--- config.mk ---
export PLATFORM = sky130hd
export DESIGN_NAME = awm_sequencer_flat
export DESIGN_NICKNAME = d
export VERILOG_FILES = /design/src/hw/rtl/awm_pkg.sv /design/src/hw/rtl/awm_in_if.sv /design/src/hw/rtl/awm_ram.sv /design/src/hw/rtl/awm_sequencer.sv /design/src/flat_wrapper.sv
export SDC_FILE = /design/constraint.sdc
export NUM_CORES = 2
export LEC_CHECK = 0
export BUFFER_PORTS_ARGS = -buffer_cell sky130_fd_sc_hd__buf_4
export CAP_MARGIN = 40
export CORE_MARGIN = 2
export CORE_UTILIZATION = 45
export CTS_BUF_LIST = sky130_fd_sc_hd__clkbuf_2
export DETAILED_ROUTE_END_ITERATION = 10
export GPL_TIMING_DRIVEN = 1
export SLEW_MARGIN = 40
export SYNTH_ARGS = -nofsm -noshare
export SYNTH_HDL_FRONTEND = slang
export SYNTH_HIERARCHICAL = 1
export SYNTH_SLANG_ARGS = --single-unit
--- constraint.sdc ---
create_clock -name clk -period 5.45 [get_ports clk]
set_input_delay 0.545 -clock clk [delete_from_list [all_inputs] [get_ports clk]]
set_output_delay 0.545 -clock clk [all_outputs]
set_load 0.005 [all_outputs]
--- src/hw/rtl/awm_pkg.sv ---
package awm_pkg;

  localparam int unsigned SYM_W  = 8;
  localparam int unsigned OP_W   = 2;
  localparam int unsigned LEN_W  = 9;
  localparam int unsigned BAL_W  = 10;
  localparam int unsigned SUM_W  = 10;
  localparam int unsigned SEEN_W = 9;
  localparam int unsigned CNT_W  = 32;
  localparam int unsigned DATA_W = 32;
  localparam int unsigned ADDR_W = 3;

  localparam logic [SEEN_W-1:0] SEEN_MAX = 9'd511;
  localparam logic [CNT_W-1:0]  CNT_MAX  = 32'hFFFF_FFFF;
  localparam logic signed [BAL_W:0] BAL_HI = 11'sd511;
  localparam logic signed [BAL_W:0] BAL_LO = -11'sd512;
  localparam logic signed [SUM_W+1:0] SUM_HI = 12'sd1023;

  // register index as seen in paddr[ADDR_W-1:2]
  localparam logic REG_PATTERN_LENGTH = 1'b0;

  typedef enum logic [OP_W-1:0] {
    OP_CLEAR   = 2'd0,
    OP_PATTERN = 2'd1,
    OP_TEXT    = 2'd2
  } op_t;

  typedef enum logic [1:0] {
    UK_NOP = 2'd0,
    UK_ADJ = 2'd1,
    UK_CLR = 2'd2
  } uop_kind_t;

  typedef logic signed [BAL_W-1:0] bal_t;
  typedef logic [SUM_W-1:0]        sum_t;

  // one count-table operation handed from the sequencer to the count unit
  typedef struct packed {
    logic             valid;
    uop_kind_t        kind;
    logic [SYM_W-1:0] idx;
    logic             inc;         // 1: add one, 0: subtract one
    logic             last;        // last operation of its transaction
    logic             is_text;
    logic             full_after;
  } uop_t;

  function automatic sum_t mag(bal_t v);
    logic [BAL_W-1:0] u;
    u = v;
    return v[BAL_W-1] ? SUM_W'(~u + 1'b1) : SUM_W'(u);
  endfunction

endpackage

--- src/hw/rtl/awm_in_if.sv ---
interface awm_in_if;
  logic                          valid;
  logic                          ready;
  logic [awm_pkg::OP_W-1:0]      operation;
  logic [awm_pkg::SYM_W-1:0]     symbol;

  modport source (output valid, operation, symbol, input ready);
  modport sink   (input valid, operation, symbol, output ready);
endinterface

--- src/hw/rtl/awm_ram.sv ---
module awm_ram #(
  parameter int unsigned WIDTH = 8,
  parameter int unsigned DEPTH = 256,
  localparam int unsigned AW = (DEPTH > 1) ? $clog2(DEPTH) : 1
) (
  input  logic             clk,
  input  logic             we,
  input  logic [AW-1:0]    waddr,
  input  logic [WIDTH-1:0] wdata,
  input  logic             re,
  input  logic [AW-1:0]    raddr,
  output logic [WIDTH-1:0] rdata
);

  logic [WIDTH-1:0] mem [DEPTH];
  logic [WIDTH-1:0] rdata_r;

  // read returns the old contents on a same-address write
  always_ff @(posedge clk) begin
    if (we) begin
      mem[waddr] <= wdata;
    end
    if (re) begin
      rdata_r <= mem[raddr];
    end
  end

  assign rdata = rdata_r;

endmodule

--- src/hw/rtl/awm_sequencer.sv ---
module awm_sequencer #(
  parameter int unsigned ALPHABET_SIZE = 256,
  parameter int unsigned WINDOW_MAX = 256,
  localparam int unsigned WA = (WINDOW_MAX > 1) ? $clog2(WINDOW_MAX) : 1
) (
  input  logic                        clk,
  input  logic                        rst_n,
  awm_in_if.sink                      in_ch,
  input  logic [awm_pkg::LEN_W-1:0]   pattern_length,
  output awm_pkg::uop_t               uop,
  input  logic                        uop_ready
);

  typedef logic [awm_pkg::SYM_W-1:0] sym_tbl_t [256];

  function automatic sym_tbl_t build_mod_tbl();
    sym_tbl_t t;
    for (int i = 0; i < 256; i++) begin
      t[i] = awm_pkg::SYM_W'(i % ALPHABET_SIZE);
    end
    return t;
  endfunction

  localparam sym_tbl_t MOD_TBL = build_mod_tbl();
  localparam logic [WA:0]   WIN_DEPTH = (WA + 1)'(WINDOW_MAX);
  localparam logic [WA-1:0] HEAD_LAST = WA'(WINDOW_MAX - 1);

  logic                          accept;
  logic                          is_text;
  logic [awm_pkg::LEN_W-1:0]     eff_len;
  logic                          full_before;
  logic                          full_after;
  logic [awm_pkg::SEEN_W-1:0]    seen_r, seen_nxt;
  logic [WA-1:0]                 head_r, head_nxt;
  logic [WA:0]                   pos_sum;
  logic [WA-1:0]                 pos;
  logic [awm_pkg::SYM_W-1:0]     sym_idx;
  logic [awm_pkg::SYM_W-1:0]     win_q;

  logic                          f1_valid_r;
  logic [awm_pkg::OP_W-1:0]      f1_op_r;
  logic [awm_pkg::SYM_W-1:0]     f1_idx_r;
  logic                          f1_leave_r;
  logic                          f1_full_r;
  logic                          f1_phase_r;
  logic                          final_emit;
  logic                          f1_done;

  assign accept  = in_ch.valid && in_ch.ready;
  assign is_text = (in_ch.operation == awm_pkg::OP_TEXT);
  assign sym_idx = MOD_TBL[in_ch.symbol];

  always_comb begin
    if (pattern_length == '0) begin
      eff_len = awm_pkg::LEN_W'(1);
    end else if (32'(pattern_length) > WINDOW_MAX) begin
      eff_len = awm_pkg::LEN_W'(WINDOW_MAX);
    end else begin
      eff_len = pattern_length;
    end
  end

  assign full_before = (seen_r >= eff_len);

  always_comb begin
    seen_nxt = seen_r;
    head_nxt = head_r;
    unique case (in_ch.operation)
      awm_pkg::OP_CLEAR: begin
        seen_nxt = '0;
        head_nxt = '0;
      end
      awm_pkg::OP_TEXT: begin
        if (seen_r != awm_pkg::SEEN_MAX) begin
          seen_nxt = seen_r + 1'b1;
        end
        head_nxt = (head_r == HEAD_LAST) ? '0 : head_r + 1'b1;
      end
      default: begin
      end
    endcase
  end

  assign full_after = (seen_nxt >= eff_len);

  // slot of the symbol that leaves the window
  always_comb begin
    pos_sum = {1'b0, head_r} + (WA + 1)'(WINDOW_MAX - 32'(eff_len));
    if (pos_sum >= WIN_DEPTH) begin
      pos_sum = pos_sum - WIN_DEPTH;
    end
    pos = pos_sum[WA-1:0];
  end

  awm_ram #(
    .WIDTH (awm_pkg::SYM_W),
    .DEPTH (WINDOW_MAX)
  ) u_window (
    .clk   (clk),
    .we    (accept && is_text),
    .waddr (head_r),
    .wdata (sym_idx),
    .re    (accept && is_text),
    .raddr (pos),
    .rdata (win_q)
  );

  always_ff @(posedge clk) begin
    if (!rst_n) begin
      seen_r <= '0;
      head_r <= '0;
    end else if (accept) begin
      seen_r <= seen_nxt;
      head_r <= head_nxt;
    end
  end

  always_comb begin
    uop        = '0;
    final_emit = 1'b0;
    if (f1_valid_r) begin
      uop.valid      = 1'b1;
      uop.is_text    = (f1_op_r == awm_pkg::OP_TEXT);
      uop.full_after = f1_full_r;
      if (f1_leave_r && !f1_phase_r) begin
        uop.kind = awm_pkg::UK_ADJ;
        uop.idx  = win_q;
        uop.inc  = 1'b1;
      end else begin
        uop.last   = 1'b1;
        final_emit = 1'b1;
        unique case (f1_op_r)
          awm_pkg::OP_CLEAR: begin
            uop.kind = awm_pkg::UK_CLR;
          end
          awm_pkg::OP_PATTERN: begin
            uop.kind = awm_pkg::UK_ADJ;
            uop.idx  = f1_idx_r;
            uop.inc  = 1'b1;
          end
          awm_pkg::OP_TEXT: begin
            uop.kind = awm_pkg::UK_ADJ;
            uop.idx  = f1_idx_r;
            uop.inc  = 1'b0;
          end
          default: begin
            uop.kind = awm_pkg::UK_NOP;
          end
        endcase
      end
    end
  end

  assign f1_done     = final_emit && uop_ready;
  assign in_ch.ready = !f1_valid_r || f1_done;

  always_ff @(posedge clk) begin
    if (!rst_n) begin
      f1_valid_r <= 1'b0;
      f1_phase_r <= 1'b0;
    end else if (accept) begin
      f1_valid_r <= 1'b1;
      f1_phase_r <= 1'b0;
    end else if (f1_done) begin
      f1_valid_r <= 1'b0;
    end else if (f1_valid_r && uop_ready) begin
      f1_phase_r <= 1'b1;
    end
  end

  always_ff @(posedge clk) begin
    if (accept) begin
      f1_op_r    <= in_ch.operation;
      f1_idx_r   <= sym_idx;
      f1_leave_r <= is_text && full_before;
      f1_full_r  <= full_after;
    end
  end

endmodule

--- src/flat_wrapper.sv ---
// flat-port wrapper written by rule: the top's interface ports become plain ports
module awm_sequencer_flat 
#(
  parameter int unsigned ALPHABET_SIZE = 256,
  parameter int unsigned WINDOW_MAX = 256,
  localparam int unsigned WA = (WINDOW_MAX > 1) ? $clog2(WINDOW_MAX) : 1
)
  (clk, rst_n, pattern_length, uop, uop_ready, in_ch_valid, in_ch_operation, in_ch_symbol, in_ch_ready);
  awm_in_if in_ch_i ();
  input  logic clk;
  input  logic rst_n;
  input  logic [awm_pkg::LEN_W-1:0] pattern_length;
  output awm_pkg::uop_t uop;
  input  logic uop_ready;
  input wire logic [$bits(in_ch_i.valid)-1:0] in_ch_valid;
  input wire logic [$bits(in_ch_i.operation)-1:0] in_ch_operation;
  input wire logic [$bits(in_ch_i.symbol)-1:0] in_ch_symbol;
  output wire logic [$bits(in_ch_i.ready)-1:0] in_ch_ready;
  assign in_ch_i.valid = in_ch_valid;
  assign in_ch_i.operation = in_ch_operation;
  assign in_ch_i.symbol = in_ch_symbol;
  assign in_ch_ready = in_ch_i.ready;
  awm_sequencer #(.ALPHABET_SIZE(ALPHABET_SIZE), .WINDOW_MAX(WINDOW_MAX)) u_core (.clk(clk), .rst_n(rst_n), .in_ch(in_ch_i), .pattern_length(pattern_length), .uop(uop), .uop_ready(uop_ready));
endmodule
Word level (Yosys, flattened, before mapping)
Memories as Yosys holds them, arrays and structs flattened. A register that Yosys moved wholly into a read port is not among the register bits.
Index checks and enable logic that the tools add are counted.
W data, S select, Z words.
{ "classes": {"n_addsub": 5, "n_lt_le_gt_ge": 5, "n_eq_ne": 5, "n_mux": 19, "bitwise": 3, "reduce_logical": 18} }
{ "op_table": {"columns": ["op", "n"], "rows": [
  ["$pmux W9 S2", 2],
  ["$mux W8", 4],
  ["$mux W9", 3],
  ["$ge A9 B9 Y1", 2],
  ["$ge A9 B9 Y1 const B", 2],
  ["$pmux W8 S2", 1],
  ["$mux W15", 1],
  ["$mux W11", 1],
  ["$add A8 B9 Y9", 1],
  ["$add A9 B1 Y9 const B", 1],
  ["$gt A9 B9 Y1 const B", 1],
  ["$logic_not A9 Y1", 1],
  ["$ne A9 B9 Y1 const B", 1],
  ["$not A8 Y9", 1],
  ["$sub A9 B9 Y9 const A", 1],
  ["$add A8 B1 Y8 const B", 1],
  ["$eq A8 B8 Y1 const B", 1],
  ["$sub A8 B1 Y8 const B", 1],
  ["$logic_and A1 B1 Y1", 6],
  ["$mux W1", 6],
  ["$eq A2 B2 Y1 const B", 2],
  ["$logic_not A2 Y1", 2],
  ["$pmux W2 S2", 1],
  ["$reduce_and A2 Y1", 2],
  ["6 further kinds", 10]
]} }
{ "word_totals": {"reg_bits": 31, "ramBits": 2048, "mem_bits_ro": 2048, "inputBits": 23, "n_memories": 2} }
{ "memory_table": {"columns": ["name", "words", "width", "rd", "rd_ports_with_merged_regs", "wr", "line_no", "rtl"], "rows": [
  ["(name not given)", 256, 8, 1, 0, 0, "awm_sequencer.sv:51", "assign sym_idx = MOD_TBL[in_ch.symbol];"],
  ["u_core.u_window.mem", 256, 8, 1, 1, 1, "awm_ram.sv:15", "logic [WIDTH-1:0] mem [DEPTH];"]
]} }

Logic depth before layout (Yosys ltp)
{ "logic_depth": {"ltp_word": 10, "depth_mapped": 19, "ltp_nobuf": 17} }

Modules after synthesis
The synthesis kept the hierarchy.
{ "modules_own_cells": {"columns": ["module", "instances", "cells_each", "area_per_inst_um2", "seq_area_each_um2"], "rows": [
  ["awm_ram", 1, 3733, 79636.4, 61739.2],
  ["awm_sequencer", 1, 296, 2471.1, 740.7]
]} }

Worst setup path after synthesis
No wires, ideal clock.
{ "synth_timing": {"path_type": "input port to flip-flop", "start": "input pattern_length[4] (netlist name)", "end": "register u_core.u_window.rdata_r[7], in the netlist u_core/u_window/rdata[7] (read register of u_core.u_window.mem) (data pin)", "setup_ps": 266, "arrival_time_ps": 4028, "required_ps": 5184, "slack_ps": 1156, "stages": 19, "path_buffers": 2, "path_cell_list": "nor4_1 -> a21oi_1 -> nor2_1 -> ha_1 -> inv_1 -> fa_1 -> a21o_1 -> a21oi_1 -> o21bai_1 -> a21oi_1 -> xnor2_1 -> clkbuf_1 -> nor3b_1 -> clkbuf_1 -> o221ai_1 -> nand2_1 -> a21oi_1 -> nor4_1 -> nor4_1"} }
{ "synth_between": {"elab_chain_cells": 7, "word_cells_on_any_way": 9} }
{ "synth_lines": {"columns": ["item", "line_no", "rtl"], "rows": [
  ["start: declaration", "flat_wrapper.sv:12", "input logic [awm_pkg::LEN_W-1:0] pattern_length;"],
  ["$gt A9 B9 Y1", "awm_sequencer.sv:56", "end else if (32'(pattern_length) > WINDOW_MAX) begin"],
  ["$mux W9", "awm_sequencer.sv:56", null],
  ["$mux W9 (*)", "awm_sequencer.sv:54", "if (pattern_length == '0) begin"],
  ["$sub A9 B9 Y9 (*)", "awm_sequencer.sv:88", "pos_sum = {1'b0, head_r} + (WA + 1)'(WINDOW_MAX - 32'(eff_len));"],
  ["$add A8 B9 Y9 (*)", "awm_sequencer.sv:88", null],
  ["$sub A8 B1 Y8 / $ge A9 B9 Y1 (equally long branches)", "awm_sequencer.sv:90, awm_sequencer.sv:89", null],
  ["$mux W8 (*)", "awm_sequencer.sv:89", "if (pos_sum >= WIN_DEPTH) begin"],
  ["net u_core.pos_sum[6]", "awm_sequencer.sv:35", "logic [WA:0] pos_sum;"],
  ["end: declaration", "awm_ram.sv:16", "logic [WIDTH-1:0] rdata_r;"]
]} }
Mark *: on every way through the listed nets, which the timed path passes. The rest lies on a longest branch.
A chain may end at the register's enable or synchronous reset.

Final worst setup path
{ "layout_timing": {"start": "register u_core.head_r[0]", "end": "register u_core.u_window.rdata_r[1], in the netlist u_core/u_window/rdata[1] (read register of u_core.u_window.mem) (data pin)"} }
{ "layout_between": {"elab_chain_cells": 3, "word_cells_on_any_way": 4} }
{ "layout_lines": {"columns": ["item", "line_no", "rtl"], "rows": [
  ["start: declaration", "awm_sequencer.sv:34", "logic [WA-1:0] head_r, head_nxt;"],
  ["start signal: assignment", "awm_sequencer.sv:114", "head_r <= head_nxt;"],
  ["$add A8 B9 Y9 (*)", "awm_sequencer.sv:88", null],
  ["$sub A8 B1 Y8 / $ge A9 B9 Y1 (equally long branches)", "awm_sequencer.sv:90, awm_sequencer.sv:89", null],
  ["$mux W8 (*)", "awm_sequencer.sv:89", null],
  ["net u_core.pos_sum[6]", "awm_sequencer.sv:35", null]
]} }
Marked as above.

==> impl_results.md <==
- Switch share: 26.2%
- Vias in the first global route: 44,200
- CTS Root Cell: clkbuf_2
- Post-Layout Cell Count: 7,356
- Iteration-0 DRC count of the detailed router: 5,143
- Core Footprint: 181,000 um^2
- Yosys reg bits: 2,087
- Async SR Flop Fraction: 0%
- Path depth of the worst reg2reg path: 17
- Worst Setup Path Type: reg2reg
- Worst-path cell chain: buf_4 -> inv_1 -> ha_1 -> inv_1 -> fa_4 -> a21o_1 -> a21oi_1 -> o21bai_1 -> a21oi_1 -> xnor2_4 -> and3b_1 -> o221ai_1 -> o22ai_1 -> nor3_1 -> nor4_1 -> buf_4 -> nor4_1
- Vias/cell: 5.93
- Setup Skew: 0.173 ns
- Hold Path Depth: 8
- Htree depth: 6
- Syn Inst Count: 4,029
- Crit-path leading delay family: compound AO/OA/AOI/OAI gates
- Worst-margin pin slew: 1.24 ns
- Critical path arrival: 6.41 ns
- Synth-to-Final Area Change: 11.9%
- RSZ-0062 raised after global routing: false
- Mux contribution to synthesized area: 14.2%
- # DRC: 0
- Worst vdd ir: 0.253 mV
- Post-CTS sizing: 0
- Status: complete, no violations
- Total iterations of the first detailed-routing run: 6
- Antenna violations before repair: 6
- Setup TNS: 0 ns
- CP max-delay cell: nor4_1
- CP Launch Type: flip-flop
- FF-to-FF End: u_core/u_window/rdata[1]
- Total number of vias: 43,600
- # Post-CTS Setup Buffers: 0
- First-pass GRT wire length: 311,000 um
- Final Hold Vio Count: 0
- Reg-to-reg startpoint: u_core/head_r[0]
- Finished Core Util: 50.8%
- Largest net degree at the start of global routing: 174
- CTS tree: done
- Post-synthesis compound-gate area fraction: 4.00%
- Reg2Reg Setup Slack: 0.61 ns
- Inst Count DP: 6,415
- GR Util All Layers: 23.3%
- Int Power: 23.2 mW
- WL/cell: 29.3 um
- Rel. slew slack: 17.0%
- Most instantiated cells after synthesis: edfxtp_1, mux4_2, nor2_1
- Clk_lat worst skew: 1.84 ns
- Critical Path Sink Type: flip-flop
- Initial Util: 45.4%
- Synthesized area per cell: 20.4 um^2
- CTS Sinks: 2,087
- Post-synth EDFFs: 2,068
- Post-Synth Adder-Cell Area: 0.482%
- Xor/xnor share of the synthesized area: 0.0853%
- Number of library cell types mapped by synthesis: 75
- Post-DP HPWL: 133,000 um
- Seq/Total Area, Yosys: 76.1%
- Total power: 31.4 mW
- Largest stage delay, worst path: 0.67 ns
- # port buffers: 38
- Max cap viols: 0
- Die X: 431 um
- Yosys top cell by area: edfxtp_1
- Main synth FF type: edfxtp_1
- Final setup vio count: 0
- DRT antenna net count: 0
- Pwr per Cell Area: 342 nW/um^2
- Max FO, Critical Path: 14
- Largest buffer count on any clock path: 4
- Fin crit period: 4.84 ns
- Clk slew on worst S/H paths: 0.10 ns
- Net Switching: 8.22 mW
- Cell row count: 156
- Seq pwr share: 56.2%
- CTS hold repair buffers: 48
- Final WL: 215,000 um
- IO Pins: 39
- Die Ht: 431 um
- Buf/Inv on CP: 4
- Lkg Pwr: 29.2 nW
- Most frequent cell after synthesis: edfxtp_1
- Simple-Gate Fraction of Synth Area: 3.22%
- Max Slew Vio Count: 0
- Worst endpoint required time: 7.01 ns
- Yosys warnings: 6
- Gr ovfl total: 0
- Hold_sp: pattern_length[5]
- Top-area cell type share of the netlist area: 75.6%
- Total Die Area: 186,000 um^2
- CTS buffer count: 551
- Hold Path End: u_core/f1_full_r
- Max Freq: 206 MHz
- Largest family of logic cells by synthesized area: multiplexers
- Part of the power in the clock network: 32.8%
- Logic pwr share: 11.0%
- Synth top area cells: edfxtp_1, mux4_2, mux2i_1, nor2_1, a22oi_1
- Final GP Congestion: 0.881
- Layout cells sized above 1: 34.6%
- HP Class: in2reg
- Tcrit/Tclk final: 88.9%
- Nets: 4,701
- Syn nets: 4,083
- Post-synthesis cell area: 82,100 um^2
## registers in the layout (all words and copies together) (netlist names)
register	count
u_core/u_window/mem	2048
u_core/seen_r	9
u_core/f1_idx_r	8
u_core/head_r	8
u_core/u_window/rdata	8
u_core/f1_op_r	2
u_core/f1_full_r	1
u_core/f1_leave_r	1
u_core/f1_phase_r	1
u_core/f1_valid_r	1
## power by group through the flow
stage	Clock (mW)	Sequential, mW	Combinational, mW
2_1_floorplan	0	18.0	1.90
3_5_place_dp	0	18.0	3.40
3_3_place_gp	0	18.0	3.36
6_report	10.3	17.6	3.46
4_1_cts	10.6	17.6	3.45
5_1_grt	11.4	17.6	3.62
## layer usage
layer,global-route usage [%],share of wire (%),wire (um)
met5,0,0.0051,11
met4,9.05,3.3,7120
met2,36.1,48,103000
met1,32.4,41,88100
met3,5.08,8.2,17600
## worst max-delay path by stage
stage	from	end	slack (ns)	cells past startpoint
2_1_floorplan	pattern_length[4]	u_core/u_window/rdata[7]	1.16	19
3_3_place_gp	pattern_length[4]	u_core/u_window/rdata[2]	-0.04	19
3_5_place_dp	pattern_length[4]	u_core/u_window/rdata[0]	-0.11	19
4_1_cts	u_core/head_r[0]	u_core/u_window/rdata[0]	0.58	16
5_1_grt	u_core/head_r[0]	u_core/u_window/rdata[1]	0.37	17
6_report	u_core/head_r[0]	u_core/u_window/rdata[1]	0.61	17
## cells by family after synthesis
kind of cell / Yosys count
AOI/OAI and AO/OA: 471
xor gates and xnor gates: 8
adders and majority gates: 31
buffers and inverters: 267
DFF: 2087
muxes: 592
and+or+nand+nor: 573
## tightest hold or removal path: stages
cell and delay, ns:
buf_4 0.11, nand2_1 0.27, ha_1 0.21, a21oi_1 0.06, o21ai_0 0.07, o211ai_1 0.09
nand2_1 0.06, dlygate4sd3_1 0.53
## area by class of cell
type,count,area [um^2]
Fill cell,14700,89000
Sequential cell,2087,62500
Multi-Input combinational cell,1675,18600
Clock buffer,786,3930
Timing Repair Buffer,312,3260
Tap cell,2370,2970
Clock inverter,96,586
Inverter,20,82.6
Antenna cell,10,25.0
## per-stage QoR
step / hold slack (ns) / area [um^2] / worst slack (ns)
after floorplan: 0.470 / 82100 / 1.16
after global placement: 0.515 / 86100 / -0.0376
after detailed placement: 0.528 / 86500 / -0.109
after CTS: 0.0706 / 91600 / 0.579
after global routing: 0.158 / 91900 / 0.365
final: 0.305 / 91900 / 0.605
## layout by cell type (no fill, tap or decap), types with 17 or more instances in the layout
master / Yosys / routed
nand2_1: 65 / 60
inv_1: 18 / 17
o221ai_1: 46 / 46
dfxtp_1: 19 / 19
buf_4: 30 / 211
dlygate4sd3_1: 0 / 39
a21oi_1: 121 / 121
nor3_1: 28 / 28
clkinv_1: 2 / 67
buf_12: 8 / 38
nor2_2: 0 / 126
clkbuf_2: 0 / 786
mux2i_1: 135 / 135
nor4_1: 25 / 23
edfxtp_1: 2068 / 2068
nand3_1: 47 / 38
ha_1: 30 / 30
nor2b_1: 43 / 40
nor2_1: 295 / 166
o21ai_0: 19 / 19
a22oi_1: 143 / 143
mux4_2: 454 / 454
o22ai_1: 34 / 34
a211oi_1: 20 / 20
Note: power is estimated with default switching activity, not from simulation.
