$ cat src/hw/rtl/awm_pkg.sv
package awm_pkg;

  localparam int unsigned SYM_W  = 8;
  localparam int unsigned OP_W   = 2;
  localparam int unsigned LEN_W  = 9;
  localparam int unsigned BAL_W  = 10;
  localparam int unsigned SUM_W  = 10;
  localparam int unsigned SEEN_W = 9;
  localparam int unsigned CNT_W  = 32;
  localparam int unsigned DATA_W = 32;
  localparam int unsigned ADDR_W = 3;

  localparam logic [SEEN_W-1:0] SEEN_MAX = 9'd511;
  localparam logic [CNT_W-1:0]  CNT_MAX  = 32'hFFFF_FFFF;
  localparam logic signed [BAL_W:0] BAL_HI = 11'sd511;
  localparam logic signed [BAL_W:0] BAL_LO = -11'sd512;
  localparam logic signed [SUM_W+1:0] SUM_HI = 12'sd1023;

  // register index as seen in paddr[ADDR_W-1:2]
  localparam logic REG_PATTERN_LENGTH = 1'b0;

  typedef enum logic [OP_W-1:0] {
    OP_CLEAR   = 2'd0,
    OP_PATTERN = 2'd1,
    OP_TEXT    = 2'd2
  } op_t;

  typedef enum logic [1:0] {
    UK_NOP = 2'd0,
    UK_ADJ = 2'd1,
    UK_CLR = 2'd2
  } uop_kind_t;

  typedef logic signed [BAL_W-1:0] bal_t;
  typedef logic [SUM_W-1:0]        sum_t;

  // one count-table operation handed from the sequencer to the count unit
  typedef struct packed {
    logic             valid;
    uop_kind_t        kind;
    logic [SYM_W-1:0] idx;
    logic             inc;         // 1: add one, 0: subtract one
    logic             last;        // last operation of its transaction
    logic             is_text;
    logic             full_after;
  } uop_t;

  function automatic sum_t mag(bal_t v);
    logic [BAL_W-1:0] u;
    u = v;
    return v[BAL_W-1] ? SUM_W'(~u + 1'b1) : SUM_W'(u);
  endfunction

endpackage

$ cat src/hw/rtl/awm_out_if.sv
interface awm_out_if;
  logic                          valid;
  logic                          ready;
  logic                          match;
  logic                          window_full;
  logic [awm_pkg::CNT_W-1:0]     match_count;

  modport source (output valid, match, window_full, match_count, input ready);
  modport sink   (input valid, match, window_full, match_count, output ready);
endinterface

$ cat src/hw/rtl/awm_ram.sv
module awm_ram #(
  parameter int unsigned WIDTH = 8,
  parameter int unsigned DEPTH = 256,
  localparam int unsigned AW = (DEPTH > 1) ? $clog2(DEPTH) : 1
) (
  input  logic             clk,
  input  logic             we,
  input  logic [AW-1:0]    waddr,
  input  logic [WIDTH-1:0] wdata,
  input  logic             re,
  input  logic [AW-1:0]    raddr,
  output logic [WIDTH-1:0] rdata
);

  logic [WIDTH-1:0] mem [DEPTH];
  logic [WIDTH-1:0] rdata_r;

  // read returns the old contents on a same-address write
  always_ff @(posedge clk) begin
    if (we) begin
      mem[waddr] <= wdata;
    end
    if (re) begin
      rdata_r <= mem[raddr];
    end
  end

  assign rdata = rdata_r;

endmodule

$ cat src/hw/rtl/awm_count_unit.sv
module awm_count_unit #(
  parameter int unsigned ALPHABET_SIZE = 256,
  localparam int unsigned AA = $clog2(ALPHABET_SIZE)
) (
  input  logic           clk,
  input  logic           rst_n,
  input  awm_pkg::uop_t  uop,
  output logic           uop_ready,
  awm_out_if.source      out_ch
);

  logic                           take;
  logic                           stall;
  logic                           fire;
  logic                           m_valid_r;
  awm_pkg::uop_t                  m_uop_r;
  logic [AA-1:0]                  m_idx;
  awm_pkg::bal_t                  ram_q;
  logic [ALPHABET_SIZE-1:0]       valid_r;
  logic                           fwd_valid_r;
  logic [AA-1:0]                  fwd_idx_r;
  awm_pkg::bal_t                  fwd_val_r;
  awm_pkg::bal_t                  cur;
  awm_pkg::bal_t                  new_bal;
  logic signed [awm_pkg::BAL_W:0] bal_sum;
  logic signed [awm_pkg::SUM_W+1:0] abs_calc;
  awm_pkg::sum_t                  abs_r, abs_nxt;
  logic [awm_pkg::CNT_W-1:0]      matches_r, matches_nxt;
  logic                           hit;
  logic                           out_valid_r;

  assign take      = uop.valid && uop_ready;
  assign stall     = m_valid_r && m_uop_r.last && out_valid_r && !out_ch.ready;
  assign uop_ready = !stall;
  assign fire      = m_valid_r && !stall;
  assign m_idx     = m_uop_r.idx[AA-1:0];

  awm_ram #(
    .WIDTH (awm_pkg::BAL_W),
    .DEPTH (ALPHABET_SIZE)
  ) u_counts (
    .clk   (clk),
    .we    (fire && (m_uop_r.kind == awm_pkg::UK_ADJ)),
    .waddr (m_idx),
    .wdata (new_bal),
    .re    (take && (uop.kind == awm_pkg::UK_ADJ)),
    .raddr (uop.idx[AA-1:0]),
    .rdata (ram_q)
  );

  // last written entry wins, then the memory, then the cleared value
  always_comb begin
    if (fwd_valid_r && (fwd_idx_r == m_idx)) begin
      cur = fwd_val_r;
    end else if (valid_r[m_idx]) begin
      cur = ram_q;
    end else begin
      cur = '0;
    end
  end

  always_comb begin
    bal_sum = {cur[awm_pkg::BAL_W-1], cur} + (m_uop_r.inc ? 11'sd1 : -11'sd1);
    if (bal_sum > awm_pkg::BAL_HI) begin
      new_bal = awm_pkg::BAL_HI[awm_pkg::BAL_W-1:0];
    end else if (bal_sum < awm_pkg::BAL_LO) begin
      new_bal = awm_pkg::BAL_LO[awm_pkg::BAL_W-1:0];
    end else begin
      new_bal = bal_sum[awm_pkg::BAL_W-1:0];
    end
  end

  always_comb begin
    abs_calc = $signed({2'b00, abs_r}) - $signed({2'b00, awm_pkg::mag(cur)})
             + $signed({2'b00, awm_pkg::mag(new_bal)});
    unique case (m_uop_r.kind)
      awm_pkg::UK_ADJ: begin
        if (abs_calc < 0) begin
          abs_nxt = '0;
        end else if (abs_calc > awm_pkg::SUM_HI) begin
          abs_nxt = awm_pkg::SUM_HI[awm_pkg::SUM_W-1:0];
        end else begin
          abs_nxt = abs_calc[awm_pkg::SUM_W-1:0];
        end
      end
      awm_pkg::UK_CLR: abs_nxt = '0;
      default:         abs_nxt = abs_r;
    endcase
  end

  assign hit = m_uop_r.last && m_uop_r.is_text && m_uop_r.full_after
            && (m_uop_r.kind == awm_pkg::UK_ADJ) && (abs_nxt == '0);

  always_comb begin
    if (m_uop_r.kind == awm_pkg::UK_CLR) begin
      matches_nxt = '0;
    end else if (hit && (matches_r != awm_pkg::CNT_MAX)) begin
      matches_nxt = matches_r + 1'b1;
    end else begin
      matches_nxt = matches_r;
    end
  end

  always_ff @(posedge clk) begin
    if (!rst_n) begin
      m_valid_r <= 1'b0;
    end else begin
      m_valid_r <= take || stall;
    end
  end

  always_ff @(posedge clk) begin
    if (take) begin
      m_uop_r <= uop;
    end
  end

  always_ff @(posedge clk) begin
    if (!rst_n) begin
      valid_r     <= '0;
      fwd_valid_r <= 1'b0;
      abs_r       <= '0;
      matches_r   <= '0;
    end else if (fire) begin
      abs_r     <= abs_nxt;
      matches_r <= matches_nxt;
      unique case (m_uop_r.kind)
        awm_pkg::UK_ADJ: begin
          valid_r[m_idx] <= 1'b1;
          fwd_valid_r    <= 1'b1;
        end
        awm_pkg::UK_CLR: begin
          valid_r     <= '0;
          fwd_valid_r <= 1'b0;
        end
        default: begin
        end
      endcase
    end
  end

  always_ff @(posedge clk) begin
    if (fire && (m_uop_r.kind == awm_pkg::UK_ADJ)) begin
      fwd_idx_r <= m_idx;
      fwd_val_r <= new_bal;
    end
  end

  always_ff @(posedge clk) begin
    if (!rst_n) begin
      out_valid_r <= 1'b0;
    end else if (fire && m_uop_r.last) begin
      out_valid_r <= 1'b1;
    end else if (out_ch.ready) begin
      out_valid_r <= 1'b0;
    end
  end

  always_ff @(posedge clk) begin
    if (fire && m_uop_r.last) begin
      out_ch.match       <= hit;
      out_ch.window_full <= m_uop_r.full_after;
      out_ch.match_count <= matches_nxt;
    end
  end

  assign out_ch.valid = out_valid_r;

endmodule

$ cat src/flat_wrapper.sv
// flat-port wrapper written by rule: the top's interface ports become plain ports
module awm_count_unit_flat 
#(
  parameter int unsigned ALPHABET_SIZE = 256,
  localparam int unsigned AA = $clog2(ALPHABET_SIZE)
)
  (clk, rst_n, uop, uop_ready, out_ch_valid, out_ch_match, out_ch_window_full, out_ch_match_count, out_ch_ready);
  awm_out_if out_ch_i ();
  input  logic clk;
  input  logic rst_n;
  input  awm_pkg::uop_t uop;
  output logic uop_ready;
  output wire logic [$bits(out_ch_i.valid)-1:0] out_ch_valid;
  output wire logic [$bits(out_ch_i.match)-1:0] out_ch_match;
  output wire logic [$bits(out_ch_i.window_full)-1:0] out_ch_window_full;
  output wire logic [$bits(out_ch_i.match_count)-1:0] out_ch_match_count;
  input wire logic [$bits(out_ch_i.ready)-1:0] out_ch_ready;
  assign out_ch_valid = out_ch_i.valid;
  assign out_ch_match = out_ch_i.match;
  assign out_ch_window_full = out_ch_i.window_full;
  assign out_ch_match_count = out_ch_i.match_count;
  assign out_ch_i.ready = out_ch_ready;
  awm_count_unit #(.ALPHABET_SIZE(ALPHABET_SIZE)) u_core (.clk(clk), .rst_n(rst_n), .uop(uop), .uop_ready(uop_ready), .out_ch(out_ch_i));
endmodule
$ cat config.mk
export PLATFORM = sky130hd
export DESIGN_NAME = awm_count_unit_flat
export DESIGN_NICKNAME = d
export VERILOG_FILES = /design/src/hw/rtl/awm_pkg.sv /design/src/hw/rtl/awm_out_if.sv /design/src/hw/rtl/awm_ram.sv /design/src/hw/rtl/awm_count_unit.sv /design/src/flat_wrapper.sv
export SDC_FILE = /design/constraint.sdc
export NUM_CORES = 2
export LEC_CHECK = 0
export ABC_AREA = 1
export BUFFER_PORTS_ARGS = -buffer_cell sky130_fd_sc_hd__buf_2
export CAP_MARGIN = 20
export CORE_MARGIN = 2
export CORE_UTILIZATION = 45
export CTS_BUF_LIST = sky130_fd_sc_hd__clkbuf_16
export CTS_CLUSTER_DIAMETER = 60
export DETAILED_ROUTE_END_ITERATION = 8
export PLACE_DENSITY = 0.6
export SYNTH_ARGS = -nofsm -noshare
export SYNTH_HDL_FRONTEND = slang
export SYNTH_HIERARCHICAL = 1
export SYNTH_SLANG_ARGS = --single-unit
export TNS_END_PERCENT = 20
$ cat constraint.sdc
create_clock -name clk -period 24.7 [get_ports clk]
set_clock_uncertainty 0.1 [all_clocks]
set_input_delay 1.235 -clock clk [delete_from_list [all_inputs] [get_ports clk]]
set_output_delay 1.235 -clock clk [all_outputs]
set_load 0.05 [all_outputs]
======== Word level (Yosys, flattened, before mapping) ========
Memories as Yosys holds them, arrays and structs flattened. A register that Yosys moved wholly into a read port is not among the register bits.
Cells that the tools add are included.
word-level totals
  register bits after elaboration ......... 367
  memory bits (writable) .................. 2560
  bits of input ports ..................... 18
  output and inout bits ................... 36
  word-level logic and storage cells ...... 82
  memories ................................ 1
memories
  name                 depth  width  read ports  clocked after memory_dff  wr ports  line           source
  u_core.u_counts.mem  256    10     1           1                         1         awm_ram.sv:15  logic [WIDTH-1:0] mem [DEPTH];
cells by class
  $add $sub $neg .......................... 6
  magnitude comparators ................... 6
  eq/ne operators ......................... 5
  mux-type cells .......................... 22
  bitwise operators ....................... 3
  reduce and logical (&&, ||, !) cells .... 22
operator list
  cell                                                               count
  one-hot mux 256 bit (2 select lines)                               1
  bitwise OR 256 bit                                                 1
  two-way mux 10 bit                                                 8
  two-way mux 32 bit                                                 2
  adder 32 x 1 -> 32 bit, second input constant                      1
  inequality test 32 bit, second input constant                      1
  adder 10 x 1 -> 10 bit, second input constant                      2
  NOT 10 bit                                                         2
  one-hot mux 10 bit (2 select lines)                                1
  logical AND 1 bit                                                  15
  adder 11 x 11 -> 12 bit                                            1
  greater-than comparator 12 x 11 -> 1 bit, second input constant    1
  less-than comparator 12 x 1 -> 1 bit, second input constant        1
  adder 11 bit                                                       1
  greater-than comparator 11 x 10 -> 1 bit, second input constant    1
  less-than comparator 11 x 10 -> 1 bit, second input constant       1
  two-way mux 11 bit                                                 1
  subtractor 10 x 10 -> 11 bit                                       1
  logical NOT 10 bit                                                 1
  less-than comparator 8 x 9 -> 1 bit, second input constant         1
  binary-select mux 1 bit (select 8 bit)                             1
  demux 1 bit (select 8 bit)                                         1
  equality test 8 bit                                                1
  greater-or-equal comparator 8 x 1 -> 1 bit, second input constant  1
  8 further kinds                                                    16

======== Logic depth before layout (Yosys ltp) ========
  word-level depth ........................ 21
  gate-level depth with buffers ........... 67
  depth with buffers taken out ............ 62

======== Hierarchy ========
Netlist, hierarchy kept.
modules (own cells, without submodules)
  module          instances  cells each  area each (um^2)  sequential area each (um^2)
  awm_ram         1          8656        103818.3          77174.0
  awm_count_unit  1          2570        17938.5           8007.7

======== Worst setup path before layout ========
OpenSTA, ideal clock, no wires.
  kind .................................... reg2reg
  start point ............................. register u_core.m_uop_r (netlist bit u_core/m_idx[1])
  end point ............................... register u_core.out_ch.match_count[3] (data pin)
  arrival time ............................ 10.676 ns
  data required time ...................... 24.349 ns
  setup slack ............................. 13.673 ns
  stages on the path, launching flop included .. 57
  buffers on the path ..................... 6
  clock period less this slack ............ 11.027 ns
  cell sequence ........................... edfxtp_1 buf_4 nand2_2 inv_2 buf_6 nand2_1 nand3_1 nand2_1 nand2_1 o21ai_0 nand2_1 nor2_1 nor2_1 nor2_2 nand2_2 nand3_1 nand2_1 fa_1 [... 21 more ...] nor2_1 o21bai_1 nand2_1 nand2_1 nor4_1 o21bai_1 buf_4 nand2_1 nand2_1 nand2_1 nor2_1 nand4_1 buf_4 buf_4 nand2_1 nand2_1 nand2_1 inv_1
on the way
  word-level cells in the longest chain between the ends .. 21
  elaborated cells on any way between the ends .. 29
RTL lines
  element                                  line                   source
  start, declared                          awm_count_unit.sv:16   awm_pkg::uop_t m_uop_r;
  start signal, assigned                   awm_count_unit.sv:114  m_uop_r <= uop;
  binary-select mux 1 bit (select 8 bit)   awm_count_unit.sv:55   end else if (valid_r[m_idx]) begin
  two-way mux 1 bit (not written as such)  awm_count_unit.sv:55
  two-way mux 10 bit                       awm_count_unit.sv:55
  two-way mux 10 bit (*)                   awm_count_unit.sv:53   if (fwd_valid_r && (fwd_idx_r == m_idx)) begin
  adder 11 bit (*)                         awm_count_unit.sv:63   bal_sum = {cur[awm_pkg::BAL_W-1], cur} + (m_uop_r.inc ? 11'sd1 : -11'sd1);
  less-than comparator 11 x 10 -> 1 bit    awm_count_unit.sv:66   end else if (bal_sum < awm_pkg::BAL_LO) begin
  two-way mux 10 bit                       awm_count_unit.sv:66
  two-way mux 10 bit (*)                   awm_count_unit.sv:64   if (bal_sum > awm_pkg::BAL_HI) begin
  net u_core.new_bal[9]                    awm_count_unit.sv:24   awm_pkg::bal_t new_bal;
  [... 6 more ...]                         -
  two-way mux 10 bit (*)                   awm_count_unit.sv:78   if (abs_calc < 0) begin
  one-hot mux 10 bit (2 select lines) (*)  awm_count_unit.sv:76   unique case (m_uop_r.kind)
  logical NOT 10 bit (*)                   awm_count_unit.sv:92   && (m_uop_r.kind == awm_pkg::UK_ADJ) && (abs_nxt == '0);
  logical AND 1 bit (*)                    awm_count_unit.sv:92
  logical AND 1 bit (*)                    awm_count_unit.sv:97   end else if (hit && (matches_r != awm_pkg::CNT_MAX)) begin
  two-way mux 32 bit (*)                   awm_count_unit.sv:97
  two-way mux 32 bit (*)                   awm_count_unit.sv:95   if (m_uop_r.kind == awm_pkg::UK_CLR) begin
  net u_core.matches_nxt (one bit)         awm_count_unit.sv:28   logic [awm_pkg::CNT_W-1:0] matches_r, matches_nxt;
  end signal, assigned                     awm_count_unit.sv:163  out_ch.match_count <= matches_nxt;
  end, declared                            awm_out_if.sv:8        modport source (output valid, match, window_full, match_count, input ready);
The timed path passes the listed nets; every way through them passes the cells marked *. The select of a mux whose other input is x is not followed.
A chain may end at the register's enable or synchronous reset.

======== Worst setup path after layout ========
  start point ............................. register u_core.m_uop_r (netlist bit u_core/m_idx[1])
  end point ............................... register u_core/matches_r[29] in the netlist's numbering
on the way
  word-level cells in the longest chain between the ends .. 21
  elaborated cells on any way between the ends .. 29
RTL lines
  element                                  line                   source
  binary-select mux 1 bit (select 8 bit)   awm_count_unit.sv:55
  two-way mux 1 bit (not written as such)  awm_count_unit.sv:55
  two-way mux 10 bit                       awm_count_unit.sv:55
  two-way mux 10 bit (*)                   awm_count_unit.sv:53
  adder 11 bit (*)                         awm_count_unit.sv:63
  less-than comparator 11 x 10 -> 1 bit    awm_count_unit.sv:66
  two-way mux 10 bit                       awm_count_unit.sv:66
  two-way mux 10 bit (*)                   awm_count_unit.sv:64
  net u_core.new_bal[1]                    awm_count_unit.sv:24
  [... 5 more ...]                         -
  two-way mux 10 bit                       awm_count_unit.sv:80   end else if (abs_calc > awm_pkg::SUM_HI) begin
  two-way mux 10 bit (*)                   awm_count_unit.sv:78
  one-hot mux 10 bit (2 select lines) (*)  awm_count_unit.sv:76
  logical NOT 10 bit (*)                   awm_count_unit.sv:92
  logical AND 1 bit (*)                    awm_count_unit.sv:92
  logical AND 1 bit (*)                    awm_count_unit.sv:97
  two-way mux 32 bit (*)                   awm_count_unit.sv:97
  two-way mux 32 bit (*)                   awm_count_unit.sv:95
  end signal, assigned                     awm_count_unit.sv:126  matches_r <= matches_nxt;
  end, declared                            awm_count_unit.sv:28
Marks and branches as above.

==> qor.txt <==
Req. time, crit path = 25.40 ns
Core Region = 269000 sq um
Critical Path Max Stage Delay = 0.71 ns
Syn Inst Count = 11226
CP arrival = 12.19 ns
Post-synth EDFFs = 2636
Post-CTS resize count = 0
Initial antenna violation count = 5
Via Count = 84305
Num CTS Buffers = 328
Worst Tran Pin Value = 1.18 ns
Clock root cell = clkbuf_16
Max Used Layer = met5
Final TNS setup = 0 ns
Wl on met1 = 143 mm
Post-CTS setup buffers = 0
Combinational share of power = 6.3%
Std cell rows = 190
Total GRT Usage = 24.3%
DRT iter0 DRCs = 10432
YS warnings = 6
Fmax = 87.0 MHz
Initial core utilization = 45.3%
Final Hold Fails = 0
Status = completed
R2R Path Start = u_core/m_idx[1]
I/O pins = 54
Port buffer count = 53
Die ar. = 275000 sq um
Post-route minimum period = 11.49 ns
Worst setup EP type = register
Clock Path Buffers = 4
Global-route wire length before repair = 508 mm
Primary FF master, synth = edfxtp_1
Design area = 135000 sq um
Relative slew slack = 21.2%
Syn avg cell area = 10.8 sq um
Area Overhead vs Synth = 10.7%
Mapped Area = 122000 sq um
Post-synth cell types = 46
CTS tree = done
Ratio of cells with drive above 1 in the final layout = 6.35%
Most common cell in the netlist = nand2_1
Clock power share = 42.5%
# fillers = 23530
Pin count of the biggest net entering global routing = 258
Leakage = 0.0486 uW
Delay-heaviest family, CP = simple AND/OR/NAND/NOR gates
# clock sinks = 2937
Most frequent cells after synthesis = nand2_1 (3526), edfxtp_1 (2636), nand3_1 (2579)
#FFs+latches synth = 2937
WL met2 = 159 mm
Cell mode on critical path = nand2_1
Async set-reset flop share out of synthesis = 0%
First-pass DRT Iterations = 8
HPWL after DPL = 187 mm
CP Launch Point = u_core/m_idx[1]
Die Height = 524 um
Vias per inst = 5.68
Crit Path Class = reg2reg
Cell-internal power = 8250 uW
Drt total wl = 340 mm
Worst-path fanout max = 114
Hold Path Class = reg2reg
CP bufs+invs = 8
Worst-Skew Late Latency = 0.95 ns
Setup crit start kind = register
Die width = 524 um
Final Max Slew Viols = 0
Worst Hold Depth = 0
Final setup viols = 0
Max-capacitance violation count = 0
Psw = 2450 uW
Switching share of power = 22.9%
Reg power frac = 51.1%
VDD IR-drop max = 0.0571 mV
Slowest CP cell = nor2_4
NumNets Final = 11108
End of the worst register-to-register path = u_core/matches_r[29]
Detail Route Antenna Nets = 0
R2r setup slk = 13.21 ns
Cell taking the most area after synthesis = edfxtp_1
GRT Residual Overflow = 0
WL per Instance = 22.9 um
Synthesized net count = 11282
Htree depth = 5
DR DRC count = 0
Pwr dens = 79.3 nW/um^2
Post-synthesis sequential area ratio = 70.0%
Hold_buf cts = 0
Metal3 WL = 27.3 mm
Vias in the first global route = 78848
DP Area = 124000 sq um
Crit path to = u_core/matches_r[29]
Global placer's final weighted congestion = 0.899
Synth area leaders = edfxtp_1 (65%), nand2_1 (11%), nand3_1 (11%)
Unrepaired setup endpoints after global routing = false
Period Utilization, post-route = 46.5%
Synth top area share = 65.0%
Critical path depth in cells = 58
Reg clk slew, reported paths = 0.06 ns
FF-to-FF path depth = 58
## routing by layer
layer / GRT usage (%) / up-vias
li1: - / 38679
met1: 34.2 / 41436
met3: 3.97 / 603
met2: 38.5 / 3585
met4: 7.88 / 2
met5: 0 / -
## cell usage in the layout (no fill, tap or decap), types with 4 or more instances in the layout
master / synthesis / final
xnor2_1: 14 / 14
clkinv_8: 0 / 4
nor4_1: 11 / 11
clkbuf_8: 0 / 4
nor3_4: 0 / 9
dfxtp_1: 301 / 301
nand4_1: 5 / 5
xor2_1: 48 / 48
o21ai_0: 60 / 60
nand2_1: 3526 / 3519
o21bai_1: 4 / 4
clkinv_1: 2 / 58
buf_12: 0 / 12
nor3_2: 1 / 8
ha_1: 35 / 35
buf_6: 11 / 13
nor3_1: 44 / 28
clkinvlp_4: 0 / 10
nand2_2: 10 / 10
nor2_2: 4 / 8
buf_4: 65 / 140
buf_2: 358 / 48
inv_8: 0 / 8
bufinv_16: 0 / 20
nand3_1: 2579 / 2579
inv_6: 0 / 7
inv_2: 8 / 4
diode_2: 0 / 9
nor2_1: 647 / 642
a21oi_1: 331 / 331
clkinv_2: 0 / 50
nand2_4: 3 / 7
o21ai_1: 16 / 15
edfxtp_1: 2636 / 2636
clkbuf_16: 0 / 334
inv_1: 185 / 257
## final cells by class
cell class                 instances  area (sq um)  share of cell area, %
clock buffer                     334          8360                   6.20
tap                             3552          4440                   3.30
sequential                      2937         85200                   63.2
antenna                            9          22.5                 0.0167
clock inverter                   225          1570                   1.17
multi-input combinational       7365         32600                   24.2
timing repair buffer             223          1860                   1.38
inverter                         197           793                  0.588
## worst min path at each step
stage / endpoint / from
floorplan: u_core/out_ch.window_full / u_core/m_uop_r[0]
global placement: u_core/out_ch.window_full / u_core/m_uop_r[0]
detailed placement: u_core/out_ch.window_full / u_core/m_uop_r[0]
CTS: u_core/m_uop_r[2] / uop[2]
global route: u_core/m_uop_r[2] / uop[2]
finish: u_core/out_ch.window_full / u_core/m_uop_r[0]
## registers in the layout (all words and copies together) (netlist names)
signal / cells
u_core/out_ch.match_count: 32
u_core/m_valid_r: 1
u_core/u_counts/mem: 2560
u_core/matches_r: 32
u_core/m_idx: 8
u_core/out_ch.match: 1
u_core/fwd_valid_r: 1
u_core/m_uop_r: 6
u_core/valid_r: 256
u_core/fwd_idx_r: 8
u_core/out_ch.valid: 1
u_core/fwd_val_r: 10
u_core/out_ch.window_full: 1
u_core/u_counts/rdata: 10
u_core/abs_r: 10
## power by group through the flow
stage               combinational [uW]  sequential, uW  clock, uW
global placement                   657            5570          0
floorplan                          410            5600          0
CTS                                669            5470       4620
detailed placement                 667            5580          0
global route                       732            5470       4810
finish                             676            5470       4550
## metrics by stage
stage          worst slack, ns  power (uW)  std cells  hold WS (ns)  util (%)
6_report                 13.21       10700      14842         0.359      50.2
5_1_grt                  12.10       11000      14835         0.340      50.2
4_1_cts                  13.30       10800      14799         0.326      50.0
3_5_place_dp             13.36        6240      14240         0.350      46.3
3_3_place_gp             13.52        6230      14233         0.343      46.3
2_1_floorplan            13.67        6010      11226         0.327         -
## cell families after synthesis
logic type / synth area share (%)
flip-flops: 70.0
AND/OR/NAND/NOR: 23.9
XOR/XNOR: 0.446
adder cells (fa/ha/maj): 0.409
buffers and inverters: 3.49
AO/OA/AOI/OAI: 1.78
## worst reg2reg max path, delay by kind of cell, from the launching register on
kind	cells	cell delay, ns
fa+ha+maj	3	0.79
compound gates	13	2.88
flops	1	0.34
buf+inv	8	2.40
simple gates	33	4.65
xor+xnor	1	0.17
Note: power is estimated with default switching activity, not from simulation.
